$ cat config.mk
export PLATFORM = sky130hd
export DESIGN_NAME = oscillator_divider_search_unit
export DESIGN_NICKNAME = d
export VERILOG_FILES = /design/src/osd_pkg.sv /design/src/osd_div.sv /design/src/osd_dpath.sv /design/src/osd_ctrl.sv /design/src/oscillator_divider_search_unit.sv
export SDC_FILE = /design/constraint.sdc
export NUM_CORES = 1
export LEC_CHECK = 0
export ABC_CLOCK_PERIOD_IN_PS = 11150
export BUFFER_PORTS_ARGS = -buffer_cell sky130_fd_sc_hd__buf_2
export CAP_MARGIN = 20
export CORE_MARGIN = 5
export CORE_UTILIZATION = 59
export CTS_BUF_LIST = sky130_fd_sc_hd__clkbuf_16
export CTS_CLUSTER_SIZE = 40
export DETAILED_ROUTE_END_ITERATION = 12
export PLACE_DENSITY = 0.78
export RECOVER_POWER = 100
export SLEW_MARGIN = 25
export SYNTH_ARGS = -nofsm -noshare
export SYNTH_HDL_FRONTEND = slang
export SYNTH_HIERARCHICAL = 1
export SYNTH_SLANG_ARGS = --single-unit
$ cat constraint.sdc
create_clock -name clock -period 11.15 [get_ports clock]
set_clock_uncertainty 0.2 [all_clocks]
set_input_delay 2.23 -clock clock [delete_from_list [all_inputs] [get_ports clock]]
set_output_delay 2.23 -clock clock [all_outputs]
set_load 0.005 [all_outputs]
$ cat src/osd_pkg.sv
// Shared constants, widths, command/status structs and the divider table
// for the oscillator divider search unit. No dependencies.
package osd_pkg;

   // Field widths.
   localparam int unsigned REQ_W    = 31;
   localparam int unsigned XTAL_W   = 27;
   localparam int unsigned HS_W     = 4;
   localparam int unsigned N1_W     = 8;
   localparam int unsigned RFREQ_W  = 38;
   localparam int unsigned REGW_W   = 48;
   localparam int unsigned HSF_W    = 35;   // request times high-speed divider
   localparam int unsigned FDCO_W   = 37;   // running oscillator frequency
   localparam int unsigned DIVD_W   = 33;   // oscillator frequency below the upper bound
   localparam int unsigned FRAC_W   = 28;   // fraction bits of the frequency word
   localparam int unsigned SAT_SH   = RFREQ_W - FRAC_W;
   localparam int unsigned CNT_W    = 6;
   localparam int unsigned IDX_W    = 3;

   // Stream widths.
   localparam int unsigned REQ_TDATA_W = 32;
   localparam int unsigned RSP_TDATA_W = 104;
   localparam int unsigned RSP_USED_W  = HS_W + N1_W + RFREQ_W + REGW_W;

   // Oscillator window and limits.
   localparam logic [FDCO_W-1:0]  FDCO_LOW   = 37'd4800000000;
   localparam logic [FDCO_W-1:0]  FDCO_HIGH  = 37'd5670000000;
   localparam logic [N1_W-1:0]    N1_LIMIT   = 8'd128;
   localparam logic [RFREQ_W-1:0] WORD_MAX   = {RFREQ_W{1'b1}};
   localparam logic [XTAL_W-1:0]  XTAL_RESET = 27'd114264401;
   localparam logic [IDX_W-1:0]   HS_LAST    = 3'd5;
   localparam logic [CNT_W-1:0]   DIV_STEPS  = 6'd38;
   localparam int unsigned        N1_SHIFT   = 7;    // 128 = 2**7

   // Commands from the controller to the datapath.
   typedef struct packed {
      logic             load_req;
      logic             load_hs;
      logic [IDX_W-1:0] hs_idx;
      logic             step;
      logic             div_start;
      logic             load_out;
      logic             found;
   } cmd_type;

   // Status from the datapath to the controller.
   typedef struct packed {
      logic req_zero;
      logic over;
      logic hit;
      logic n1_last;
      logic hopeless;
      logic div_done;
      logic out_busy;
   } status_type;

   // High-speed divider in search order.
   function automatic logic [HS_W-1:0] hs_of(input logic [IDX_W-1:0] idx);
      logic [HS_W-1:0] val;
      unique case (idx)
         3'd0:    val = 4'd11;
         3'd1:    val = 4'd9;
         3'd2:    val = 4'd7;
         3'd3:    val = 4'd6;
         3'd4:    val = 4'd5;
         3'd5:    val = 4'd4;
         default: val = 4'd4;
      endcase
      return val;
   endfunction

endpackage

$ cat src/osd_div.sv
// Iterative restoring divider producing the saturated frequency word.
// Depends on osd_pkg.
module osd_div (
   input  logic                          clock,
   input  logic                          reset,
   input  logic                          start,
   input  logic [osd_pkg::DIVD_W-1:0]    dividend,
   input  logic [osd_pkg::XTAL_W-1:0]    divisor,
   output logic [osd_pkg::RFREQ_W-1:0]   quotient,
   output logic                          done
);

   logic                          busy_ff, busy_in;
   logic                          done_ff, done_in;
   logic [osd_pkg::CNT_W-1:0]     count_ff, count_in;
   logic [osd_pkg::XTAL_W-1:0]    rem_ff, rem_in;
   logic [osd_pkg::RFREQ_W-1:0]   bits_ff, bits_in;
   logic [osd_pkg::RFREQ_W-1:0]   quo_ff, quo_in;
   logic                          sat;
   logic [osd_pkg::XTAL_W:0]      trial;
   logic                          take;

   // The word saturates when the quotient needs more than 38 bits, which
   // also covers a zero crystal.
   assign sat = ({{(osd_pkg::SAT_SH + osd_pkg::XTAL_W - osd_pkg::DIVD_W){1'b0}}, dividend}
                 >= {divisor, {osd_pkg::SAT_SH{1'b0}}});

   // One quotient bit per cycle.
   assign trial = {rem_ff, bits_ff[osd_pkg::RFREQ_W-1]};
   assign take  = (trial >= {1'b0, divisor});

   always_comb begin
      busy_in  = busy_ff;
      done_in  = 1'b0;
      count_in = count_ff;
      rem_in   = rem_ff;
      bits_in  = bits_ff;
      quo_in   = quo_ff;
      if (start) begin
         if (sat) begin
            quo_in  = osd_pkg::WORD_MAX;
            done_in = 1'b1;
         end else begin
            rem_in   = osd_pkg::XTAL_W'(dividend[osd_pkg::DIVD_W-1:osd_pkg::SAT_SH]);
            bits_in  = {dividend[osd_pkg::SAT_SH-1:0], {osd_pkg::FRAC_W{1'b0}}};
            count_in = osd_pkg::DIV_STEPS;
            busy_in  = 1'b1;
         end
      end else if (busy_ff) begin
         rem_in   = take ? osd_pkg::XTAL_W'(trial - {1'b0, divisor})
                         : trial[osd_pkg::XTAL_W-1:0];
         quo_in   = {quo_ff[osd_pkg::RFREQ_W-2:0], take};
         bits_in  = {bits_ff[osd_pkg::RFREQ_W-2:0], 1'b0};
         count_in = count_ff - 1'b1;
         if (count_ff == 6'd1) begin
            busy_in = 1'b0;
            done_in = 1'b1;
         end
      end
   end

   always_ff @(posedge clock) begin
      if (reset) begin
         busy_ff <= 1'b0;
         done_ff <= 1'b0;
      end else begin
         busy_ff <= busy_in;
         done_ff <= done_in;
      end
      count_ff <= count_in;
      rem_ff   <= rem_in;
      bits_ff  <= bits_in;
      quo_ff   <= quo_in;
   end

   assign quotient = quo_ff;
   assign done     = done_ff;

endmodule

$ cat src/osd_dpath.sv
// Datapath: request and crystal registers, divider search arithmetic,
// frequency word divider and the result register. Depends on osd_pkg, osd_div.
module osd_dpath (
   input  logic                               clock,
   input  logic                               reset,
   input  osd_pkg::cmd_type                   cmd,
   output osd_pkg::status_type                status,
   input  logic [osd_pkg::REQ_W-1:0]          request_freq,
   input  logic                               csr_wr_en,
   input  logic [osd_pkg::XTAL_W-1:0]         csr_wr_data,
   output logic                               rsp_tvalid,
   input  logic                               rsp_tready,
   output logic [osd_pkg::RSP_TDATA_W-1:0]    rsp_tdata,
   output logic                               rsp_tuser
);

   logic [osd_pkg::XTAL_W-1:0]  xtal_ff, xtal_in;
   logic [osd_pkg::REQ_W-1:0]   f_ff;
   logic [osd_pkg::HS_W-1:0]    hs_ff;
   logic [osd_pkg::HSF_W-1:0]   hsf_ff, hsf_in;
   logic [osd_pkg::FDCO_W-1:0]  fdco_ff, fdco_in;
   logic [osd_pkg::N1_W-1:0]    n1_ff, n1_in;
   logic [osd_pkg::HS_W-1:0]    hs_sel;
   logic [osd_pkg::RFREQ_W-1:0] quo;
   logic                        div_done;

   logic                        out_valid_ff;
   logic                        out_found_ff;
   logic [osd_pkg::HS_W-1:0]    out_hs_ff;
   logic [osd_pkg::N1_W-1:0]    out_n1_ff;
   logic [osd_pkg::RFREQ_W-1:0] out_rf_ff;
   logic [osd_pkg::REGW_W-1:0]  out_reg_ff;
   logic [osd_pkg::N1_W-1:0]    n1_m1;
   logic [7:0]                  reg7, reg8;

   // Crystal frequency register.
   assign xtal_in = csr_wr_en ? csr_wr_data : xtal_ff;

   always_ff @(posedge clock) begin
      if (reset) begin
         xtal_ff <= osd_pkg::XTAL_RESET;
      end else begin
         xtal_ff <= xtal_in;
      end
   end

   // Search arithmetic: the oscillator frequency is stepped by adding
   // request*hs once (N1 from 1 to 2) or twice (even N1).
   assign hs_sel = osd_pkg::hs_of(cmd.hs_idx);
   assign hsf_in = osd_pkg::HSF_W'(f_ff) * osd_pkg::HSF_W'(hs_sel);

   always_comb begin
      fdco_in = fdco_ff;
      n1_in   = n1_ff;
      if (cmd.load_hs) begin
         fdco_in = osd_pkg::FDCO_W'(hsf_in);
         n1_in   = 8'd1;
      end else if (cmd.step) begin
         if (n1_ff == 8'd1) begin
            fdco_in = fdco_ff + osd_pkg::FDCO_W'(hsf_ff);
            n1_in   = 8'd2;
         end else begin
            fdco_in = fdco_ff + osd_pkg::FDCO_W'({hsf_ff, 1'b0});
            n1_in   = n1_ff + 8'd2;
         end
      end
   end

   always_ff @(posedge clock) begin
      if (cmd.load_req) begin
         f_ff <= request_freq;
      end
      if (cmd.load_hs) begin
         hs_ff  <= hs_sel;
         hsf_ff <= hsf_in;
      end
      fdco_ff <= fdco_in;
      n1_ff   <= n1_in;
   end

   // Frequency word divider.
   osd_div u_div (
      .clock    (clock),
      .reset    (reset),
      .start    (cmd.div_start),
      .dividend (fdco_ff[osd_pkg::DIVD_W-1:0]),
      .divisor  (xtal_ff),
      .quotient (quo),
      .done     (div_done)
   );

   // Register bytes 7 and 8 from the chosen dividers and the word.
   assign n1_m1 = n1_ff - 8'd1;
   assign reg7  = {3'(hs_ff - 4'd4), n1_m1[6:2]};
   assign reg8  = {n1_m1[1:0], quo[osd_pkg::RFREQ_W-1:32]};

   // Result register; a new result may be loaded as the old one is taken.
   always_ff @(posedge clock) begin
      if (reset) begin
         out_valid_ff <= 1'b0;
      end else if (cmd.load_out) begin
         out_valid_ff <= 1'b1;
      end else if (rsp_tready) begin
         out_valid_ff <= 1'b0;
      end
      if (cmd.load_out) begin
         out_found_ff <= cmd.found;
         out_hs_ff    <= cmd.found ? hs_ff : '0;
         out_n1_ff    <= cmd.found ? n1_ff : '0;
         out_rf_ff    <= cmd.found ? quo : '0;
         out_reg_ff   <= cmd.found ? {reg7, reg8, quo[31:0]} : '0;
      end
   end

   // Status toward the controller. The hopeless test is done at full width
   // so that a large request times divider cannot wrap below the window.
   assign status.req_zero = (f_ff == '0);
   assign status.over     = (fdco_ff > osd_pkg::FDCO_HIGH);
   assign status.hit      = (fdco_ff > osd_pkg::FDCO_LOW) && (fdco_ff < osd_pkg::FDCO_HIGH);
   assign status.n1_last  = (n1_ff == osd_pkg::N1_LIMIT);
   assign status.hopeless = ({hsf_ff, {osd_pkg::N1_SHIFT{1'b0}}}
                             <= {{(osd_pkg::HSF_W + osd_pkg::N1_SHIFT - osd_pkg::FDCO_W){1'b0}},
                                 osd_pkg::FDCO_LOW});
   assign status.div_done = div_done;
   assign status.out_busy = out_valid_ff && !rsp_tready;

   assign rsp_tvalid = out_valid_ff;
   assign rsp_tuser  = out_found_ff;
   assign rsp_tdata  = {{(osd_pkg::RSP_TDATA_W - osd_pkg::RSP_USED_W){1'b0}},
                        out_reg_ff, out_rf_ff, out_n1_ff, out_hs_ff};

endmodule

$ cat src/osd_ctrl.sv
// Controller state machine sequencing the divider search, the word
// division and the result hand-off. Depends on osd_pkg.
module osd_ctrl (
   input  logic                  clock,
   input  logic                  reset,
   input  logic                  req_tvalid,
   output logic                  req_tready,
   output osd_pkg::cmd_type      cmd,
   input  osd_pkg::status_type   status
);

   localparam logic [2:0] S_IDLE     = 3'd0;
   localparam logic [2:0] S_HS_LOAD  = 3'd1;
   localparam logic [2:0] S_SEARCH   = 3'd2;
   localparam logic [2:0] S_DIV_WAIT = 3'd3;
   localparam logic [2:0] S_FINISH   = 3'd4;

   logic [2:0]                  state_ff, state_in;
   logic [osd_pkg::IDX_W-1:0]   idx_ff, idx_in;
   logic                        found_ff, found_in;

   assign req_tready = (state_ff == S_IDLE);

   // Next state and commands.
   always_comb begin
      state_in      = state_ff;
      idx_in        = idx_ff;
      found_in      = found_ff;
      cmd           = '0;
      cmd.hs_idx    = idx_ff;
      cmd.found     = found_ff;
      unique case (state_ff)
         S_IDLE: begin
            if (req_tvalid) begin
               cmd.load_req = 1'b1;
               idx_in       = '0;
               found_in     = 1'b0;
               state_in     = S_HS_LOAD;
            end
         end
         S_HS_LOAD: begin
            if (status.req_zero) begin
               state_in = S_FINISH;
            end else begin
               cmd.load_hs = 1'b1;
               state_in    = S_SEARCH;
            end
         end
         S_SEARCH: begin
            priority if (status.over || status.hopeless ||
                         (!status.hit && status.n1_last)) begin
               // This divider is done; move to the next one or give up.
               if (idx_ff == osd_pkg::HS_LAST) begin
                  state_in = S_FINISH;
               end else begin
                  idx_in   = idx_ff + 1'b1;
                  state_in = S_HS_LOAD;
               end
            end else if (status.hit) begin
               cmd.div_start = 1'b1;
               found_in      = 1'b1;
               state_in      = S_DIV_WAIT;
            end else begin
               cmd.step = 1'b1;
            end
         end
         S_DIV_WAIT: begin
            if (status.div_done) begin
               state_in = S_FINISH;
            end
         end
         S_FINISH: begin
            if (!status.out_busy) begin
               cmd.load_out = 1'b1;
               state_in     = S_IDLE;
            end
         end
         default: begin
            state_in = S_IDLE;
         end
      endcase
   end

   always_ff @(posedge clock) begin
      if (reset) begin
         state_ff <= S_IDLE;
         idx_ff   <= '0;
         found_ff <= 1'b0;
      end else begin
         state_ff <= state_in;
         idx_ff   <= idx_in;
         found_ff <= found_in;
      end
   end

endmodule

$ cat src/oscillator_divider_search_unit.sv
// Top level of the oscillator divider search unit: controller plus datapath.
// Depends on osd_pkg, osd_ctrl, osd_dpath (and osd_div below it).
//
// Takes a requested output frequency and finds the first high-speed divider
// (11, 9, 7, 6, 5, 4) and output divider (1, then even up to 128) that put the
// oscillator strictly between 4.8 GHz and 5.67 GHz, then returns the dividers,
// the 38-bit frequency word (28 fraction bits, relative to the crystal
// register) and the packed device register bytes 7 to 12. One item is worked
// at a time. A zero request goes straight to the result register. Otherwise
// each divider tried first forms request*divider and then tests one output
// divider value per cycle until a hit, until the oscillator passes the window
// or divider 128 misses, or at once when 128 cannot reach the window; a hit
// starts the bit-serial word division, which gives the saturated word with no
// bit steps when the word saturates; the result register is then loaded. The
// request port opens again in the cycle after the result is loaded. A new
// item is taken while the previous result still waits in the output register;
// the next result is loaded only once that one is taken.
module oscillator_divider_search_unit (
   input  logic                                  clock,
   input  logic                                  reset,
   // Request channel.
   input  logic                                  req_tvalid,
   output logic                                  req_tready,
   input  logic [osd_pkg::REQ_TDATA_W-1:0]       req_tdata,  // [30:0] request_freq
   // Result channel.
   output logic                                  rsp_tvalid,
   input  logic                                  rsp_tready,
   // [3:0] hs_divider, [11:4] n1_divider, [49:12] rfreq_word, [97:50] reg_word
   output logic [osd_pkg::RSP_TDATA_W-1:0]       rsp_tdata,
   output logic                                  rsp_tuser,  // [0] found
   // Crystal frequency register.
   input  logic                                  csr_wr_en,
   input  logic [osd_pkg::XTAL_W-1:0]            csr_wr_data
);

   osd_pkg::cmd_type    cmd;
   osd_pkg::status_type status;

   osd_ctrl u_ctrl (
      .clock      (clock),
      .reset      (reset),
      .req_tvalid (req_tvalid),
      .req_tready (req_tready),
      .cmd        (cmd),
      .status     (status)
   );

   osd_dpath u_dpath (
      .clock        (clock),
      .reset        (reset),
      .cmd          (cmd),
      .status       (status),
      .request_freq (req_tdata[osd_pkg::REQ_W-1:0]),
      .csr_wr_en    (csr_wr_en),
      .csr_wr_data  (csr_wr_data),
      .rsp_tvalid   (rsp_tvalid),
      .rsp_tready   (rsp_tready),
      .rsp_tdata    (rsp_tdata),
      .rsp_tuser    (rsp_tuser)
   );

endmodule
==> results of run 1 <==
-- stage by stage --
stage	util (%)	hold slack, ns	cell area, um^2
after floorplan	-	0.230	22400
after global placement	62.0	0.278	23300
after detailed placement	62.1	0.287	23300
after CTS	65.6	0.301	24700
after global routing	65.1	0.339	24500
final	65.1	0.294	24500
-- state kept, by name, summed over array words and instances (netlist names), 4 cells and up --
register	count
u_dpath/u_div/quotient	38
u_dpath/u_div/rem_ff	27
u_dpath/u_div/count_ff	6
u_dpath/hsf_ff	35
u_dpath/xtal_ff	27
u_dpath/out_hs_ff	4
u_dpath/u_div/bits_ff	10
u_dpath/n1_ff	8
u_dpath/out_rf_ff	37
u_dpath/hs_ff	4
u_dpath/out_reg_ff	9
u_dpath/out_n1_ff	8
u_dpath/f_ff	31
u_dpath/fdco_ff	37
-- layout make-up --
class / instances / share of cell area (%)
Tap cell: 511 / 2.61
Sequential cell: 292 / 33.9
Timing Repair Buffer: 178 / 3.38
Clock buffer: 39 / 3.99
Multi-Input combinational cell: 1729 / 51.8
Clock inverter: 28 / 1.39
Inverter: 190 / 2.91
-- cell usage in the layout, fill, tap and decap left out, types with 20 or more instances in the layout --
master,count
nand3_1,52
nor2b_1,34
buf_2,113
xor2_1,48
and2_1,120
clkbuf_1,60
and2_0,38
nand4_1,29
nor2_1,133
nor4_1,25
mux2i_1,27
edfxtp_1,245
clkbuf_16,39
ha_1,169
nor3_1,41
a31oi_1,27
inv_1,197
fa_1,61
o211ai_1,24
and3_1,20
o21a_1,25
xnor2_1,68
dfxtp_1,47
or2_2,40
a21o_1,66
nand2_1,180
a211oi_1,24
o21ai_0,79
a21oi_1,152
-- report_power, final --
part           internal, mW  switching (mW)  total (mW)
Clock                 0.782           0.494        1.28
Combinational          1.34            1.95        3.29
Sequential             1.44           0.219        1.66
-- critical path: stages (launching register included) --
cell and delay (ns):
edfxtp_1 0.55, a21o_1 0.23, a21o_1 0.16, a21o_1 0.17
a21o_1 0.17, a21o_1 0.18, a21oi_1 0.13, o21ai_0 0.08
a211oi_1 0.30, nor3b_1 0.62, and3_2 0.30, buf_4 0.68
inv_1 0.77, a21boi_0 1.37, clkbuf_1 1.50
-- logic make-up (layout without fill, tap and decap cells) --
logic type               Yosys count  after routing  synth area share, %
buffers and inverters            325            435                 6.49
multiplexers                      45             45                 2.11
other                              1              6               0.0167
AO/OA/AOI/OAI                    540            540                 16.5
flip-flops                       292            292                 37.0
AND/OR/NAND/NOR                  792            792                 18.5
XOR/XNOR                         116            116                 4.53
adder cells (fa/ha/maj)          230            230                 14.9
-- routing by layer --
| metal | up-vias | GRT usage [%] | wire, um |
|---|---|---|---|
| li1 | 8522 | - | - |
| met1 | 8422 | 34.8 | 23400 |
| met2 | 613 | 42.9 | 25800 |
| met3 | 86 | 4.34 | 3690 |
| met4 | 0 | 6.05 | 1070 |
| met5 | - | 0 | 0 |
-- path summary, 6_finish.rpt --
kind / cells past startpoint / from / endpoint
setup / recovery: 14 / u_dpath/fdco_ff[8] / u_dpath/u_div/rem_ff[19]
hold / removal: 2 / u_dpath/xtal_ff[20] / u_dpath/xtal_ff[20]
setup reg to reg: 14 / u_dpath/fdco_ff[8] / u_dpath/u_div/rem_ff[19]
hold reg to reg: 2 / u_dpath/xtal_ff[20] / u_dpath/xtal_ff[20]
-- synth_stat cells (all sizes together), types with 24 or more instances --
cell type / number / share of area [%]
and2: 158 / 4.4
fa: 61 / 5.4
edfxtp: 245 / 33
xnor2: 68 / 2.7
o211ai: 24 / 0.80
nor2: 134 / 2.3
a31oi: 28 / 0.81
ha: 169 / 9.4
buf: 68 / 2.1
nor4: 25 / 0.70
nor2b: 34 / 0.95
nor3: 42 / 0.94
clkbuf: 67 / 1.2
dfxtp: 47 / 4.2
mux2i: 27 / 1.2
a211oi: 26 / 0.98
nand2: 180 / 3.0
a21oi: 156 / 3.5
xor2: 48 / 1.9
nand4: 29 / 0.81
nand3: 52 / 1.2
o21ai: 85 / 1.9
o21a: 25 / 0.84
inv: 190 / 3.2
a21o: 66 / 2.2
or2: 42 / 1.2
==> results.cfg, run 1 <==
[cts]
clkSlewWorstSetupHoldPaths_ns = 0.06
clk_latency_ns = 0.57
cts_root_buf = clkbuf_16
cts_tree = yes
ctsResizeCount = 0
post-cts-setup-buffer-count = 0
clock_sinks = 292
cts_buffer_depth = 3
h-tree-depth = 2
holdBufCountCts = 0
cts_buffers = 37

[placed_design]
dp.final_hpwl_mm = 39.9
port-buffer-count = 163
place_ws_ns = 5.42
finalWeightedCongestion = 0.937
place_inst = 2900

[layout]
syn2layout_area_growth_pct = 9.12
instances_no_fill = 2967
diodes = 0
multiInputGateArea_um2 = 12700
nNetsFinal = 2722
fillers = 3080
register_area_um2 = 8300
final_layout_size_suffix_gt1_share_pct = 10.6

[setup_path]
arrival_ns = 7.85
cp-end-kind = flip-flop
r2r_setup_slack_ns = 3.24
critPathLaunchType = flip-flop
required_ns = 11.10
critical_path_class = reg -> reg
worstPathMaxFanout = 95

[sta]
finalMaxSlewViolations = 333
slew_headroom_pct = -119
rsz0062_at_grt = no
min_period_ns = 7.91
clock.fmax_mhz = 126
setup_tns_ns = 0
tightest_slew_ns = 3.29
hold_viol = 0
finalSetupViolCount = 0
worst_slack_ns = 3.24
timing.final.crit_share_pct = 70.9

[floorplan]
dieWidth_um = 205
core.rowCount = 71
start_util_pct = 59.7
die_h_um = 205
dieArea_um2 = 42000
core_um2 = 37600
io_pins = 171

[grt]
grt_pass1_wl_mm = 88.0
grt_pass1_vias = 17176
grt_use_total_pct = 25.5
antenna_found_initial = 0
grt.overflow.total = 0
grt_max_degree = 96

[power]
ir_drop_mv = 0.170
power_leakage_nw = 10.1
power_mw = 6.23
powerDensity_nw_per_um2 = 254

[synth]
synth-seq-area-share_pct = 37.0
ys_types = 91
netlist_instances = 2341
ys.flop_type = edfxtp_1
avgSynthCellArea_um2 = 9.58
synth_edf_count = 245
synth_seq_cells = 292
yosysWarnings = 6
async_flop_share_pct = 0
syn_area_um2 = 22400

[detailed_routing]
wl_mm = 54.0
drt_iter0_drc = 1466
first_pass_iters = 8
vias = 17643
wl_per_cell_um = 18.2
vias_per_cell = 5.95
antenna_left = 0
drc = 0

[run]
cap_violations = 9

[run_status]
failed_checks = max-capacitance violations, max-slew violations
status = finished, violations left

[hold_path]
hp-class = reg -> reg
(Power assumes the default switching activity.)
==> run 2, diff against run 1 <==
--- a/config.mk
+++ b/config.mk
@@ -5,7 +5,7 @@
 export SDC_FILE = /design/constraint.sdc
 export NUM_CORES = 1
 export LEC_CHECK = 0
-export ABC_CLOCK_PERIOD_IN_PS = 11150
+export ABC_CLOCK_PERIOD_IN_PS = 7970
 export BUFFER_PORTS_ARGS = -buffer_cell sky130_fd_sc_hd__buf_2
 export CAP_MARGIN = 20
 export CORE_MARGIN = 5
==> constraint.sdc (replaced) <==
create_clock -name clock -period 7.97 [get_ports clock]
set_clock_uncertainty 0.2 [all_clocks]
set_input_delay 1.594 -clock clock [delete_from_list [all_inputs] [get_ports clock]]
set_output_delay 1.594 -clock clock [all_outputs]
set_load 0.005 [all_outputs]
==> run 2 against run 1 <==
Net effect: the flow still finishes with violations (max-capacitance violations, max-slew violations); clock power rose by 18%; setup slack worse by 1.9 ns; critical path type unchanged; routed wire length is essentially flat; critical endpoint is now u_dpath/fdco_ff[31]; non-clock buffer count up 2; via count decreased by 0.22%.
==> results.cfg, run 2 (synthesis gave the netlist of run 1 again) <==
[layout]
design_area_um2 = 24300
nNetsFinal = 2723
largest_register_ffs = 38
final_util_pct = 64.6
final_layout_size_suffix_gt1_share_pct = 10.4
fillers = 3098
final_common_cell = edfxtp_1
diodes = 0
syn2layout_area_growth_pct = 8.22
final_cell_mix = 245 x edfxtp_1, 202 x inv_1, 180 x nand2_1

[grt]
grt.overflow.total = 0
grt_max_degree = 95
grt_pass1_vias = 17572
grt_pass1_wl_mm = 88.3
antenna_found_initial = 0
grt_use_total_pct = 25.6

[power]
ir_drop_mv = 0.205
power_leakage_nw = 10.0
powerDensity_nw_per_um2 = 348

[placed_design]
port-buffer-count = 163
place_ws_ns = 2.33
dp.final_hpwl_mm = 40.0
place_area_um2 = 23400
finalWeightedCongestion = 0.964

[sta]
worst_hold_slack_ns = 0.303
finalMaxSlewViolations = 332
slew_headroom_pct = -117
min_period_ns = 6.58
timing.final.crit_share_pct = 82.5
setup_tns_ns = 0
tightest_slew_ns = 3.25
worst_slack_ns = 1.39
finalSetupViolCount = 0
hold_viol = 0
rsz0062_at_grt = no
clock.fmax_mhz = 152

[setup_path]
worstPathMaxFanout = 32
required_ns = 8.06
r2r_setup_slack_ns = 1.39
r2r_end = u_dpath/fdco_ff[31]
cp-end-kind = flip-flop
critical_path_class = reg -> reg
ff2ff_path_depth = 17
r2r_start = u_ctrl/idx_ff[1]
critPathLaunchType = flip-flop
arrival_ns = 6.67

[run_status]
failed_checks = max-capacitance violations, max-slew violations
status = finished, violations left

[cts]
holdBufCountCts = 0
clock_sinks = 292
cts_root_buf = clkbuf_16
ctsResizeCount = 0
cts_tree = yes
cts_buffers = 36
h-tree-depth = 2
clkSlewWorstSetupHoldPaths_ns = 0.06
cts_buffer_depth = 3
post-cts-setup-buffer-count = 0
clk_latency_ns = 0.56

[floorplan]
die_h_um = 205
start_util_pct = 59.7
dieWidth_um = 205
dieArea_um2 = 42000
io_pins = 171
core.rowCount = 71
core_um2 = 37600

[hold_path]
min_from = u_dpath/xtal_ff[21]
hold_end = u_dpath/xtal_ff[21]
worstHoldPathCells = 2
hp-class = reg -> reg

[run]
cap_violations = 8

[detailed_routing]
drt_iter0_drc = 1264
drc = 0
wl_mm = 53.9
vias = 17604
wl_per_cell_um = 18.2
first_pass_iters = 7
antenna_left = 0
vias_per_cell = 5.93
[run 2: layout make-up]
class                           count  area [um^2]  share of cell area, %
Clock buffer                       37          926                   3.81
Multi-Input combinational cell   1729        12700                   52.2
Clock inverter                     28          173                  0.711
Timing Repair Buffer              180          845                   3.48
Inverter                          190          713                   2.94
Tap cell                          511          639                   2.63
Sequential cell                   292         8300                   34.2
[run 2: how the worst max path moves through the flow]
stage                startpoint  cells past startpoint                   end
4_1_cts        u_ctrl/idx_ff[2]                     17   u_dpath/fdco_ff[31]
6_report       u_ctrl/idx_ff[1]                     17   u_dpath/fdco_ff[31]
2_1_floorplan        rsp_tready                      3  u_dpath/out_hs_ff[0]
5_1_grt        u_ctrl/idx_ff[1]                     17   u_dpath/fdco_ff[31]
3_5_place_dp   u_ctrl/idx_ff[2]                     17   u_dpath/fdco_ff[31]
3_3_place_gp   u_ctrl/idx_ff[2]                     17   u_dpath/fdco_ff[31]
[run 2: routing by layer]
metal	track usage, %	wire length, um
met4	8.64	1640
met2	42.7	25100
met5	0	0
met3	3.55	3610
met1	34.6	23600
[run 2: power by group]
part           total, mW  switching (mW)  internal [mW]
Sequential          2.32           0.302           2.02
Clock               1.51           0.660          0.852
Combinational       4.60            2.73           1.88
Total               8.44            3.69           4.75
[run 2: worst max-delay path, stage by stage (launching register included)]
cell and delay, ns:
dfxtp_1 0.39, inv_1 0.07, a21oi_1 0.13, clkbuf_1 0.93
nand2_1 0.19, fa_1 0.54, inv_1 0.06, fa_1 0.52
ha_1 0.35, a211oi_1 0.29, o21ai_0 0.20, a211oi_1 0.47
o21ai_0 0.34, a2111oi_0 0.78, nor2_1 0.19, a211oi_2 0.24
xnor2_1 0.16, o22a_1 0.25
[run 2: metrics by stage]
| stage | cells | power, mW |
|---|---|---|
| floorplan | 2346 | 5.78 |
| global placement | 2900 | 6.72 |
| detailed placement | 2902 | 6.85 |
| CTS | 2967 | 8.41 |
| global route | 2967 | 9.10 |
| finish | 2967 | 8.44 |
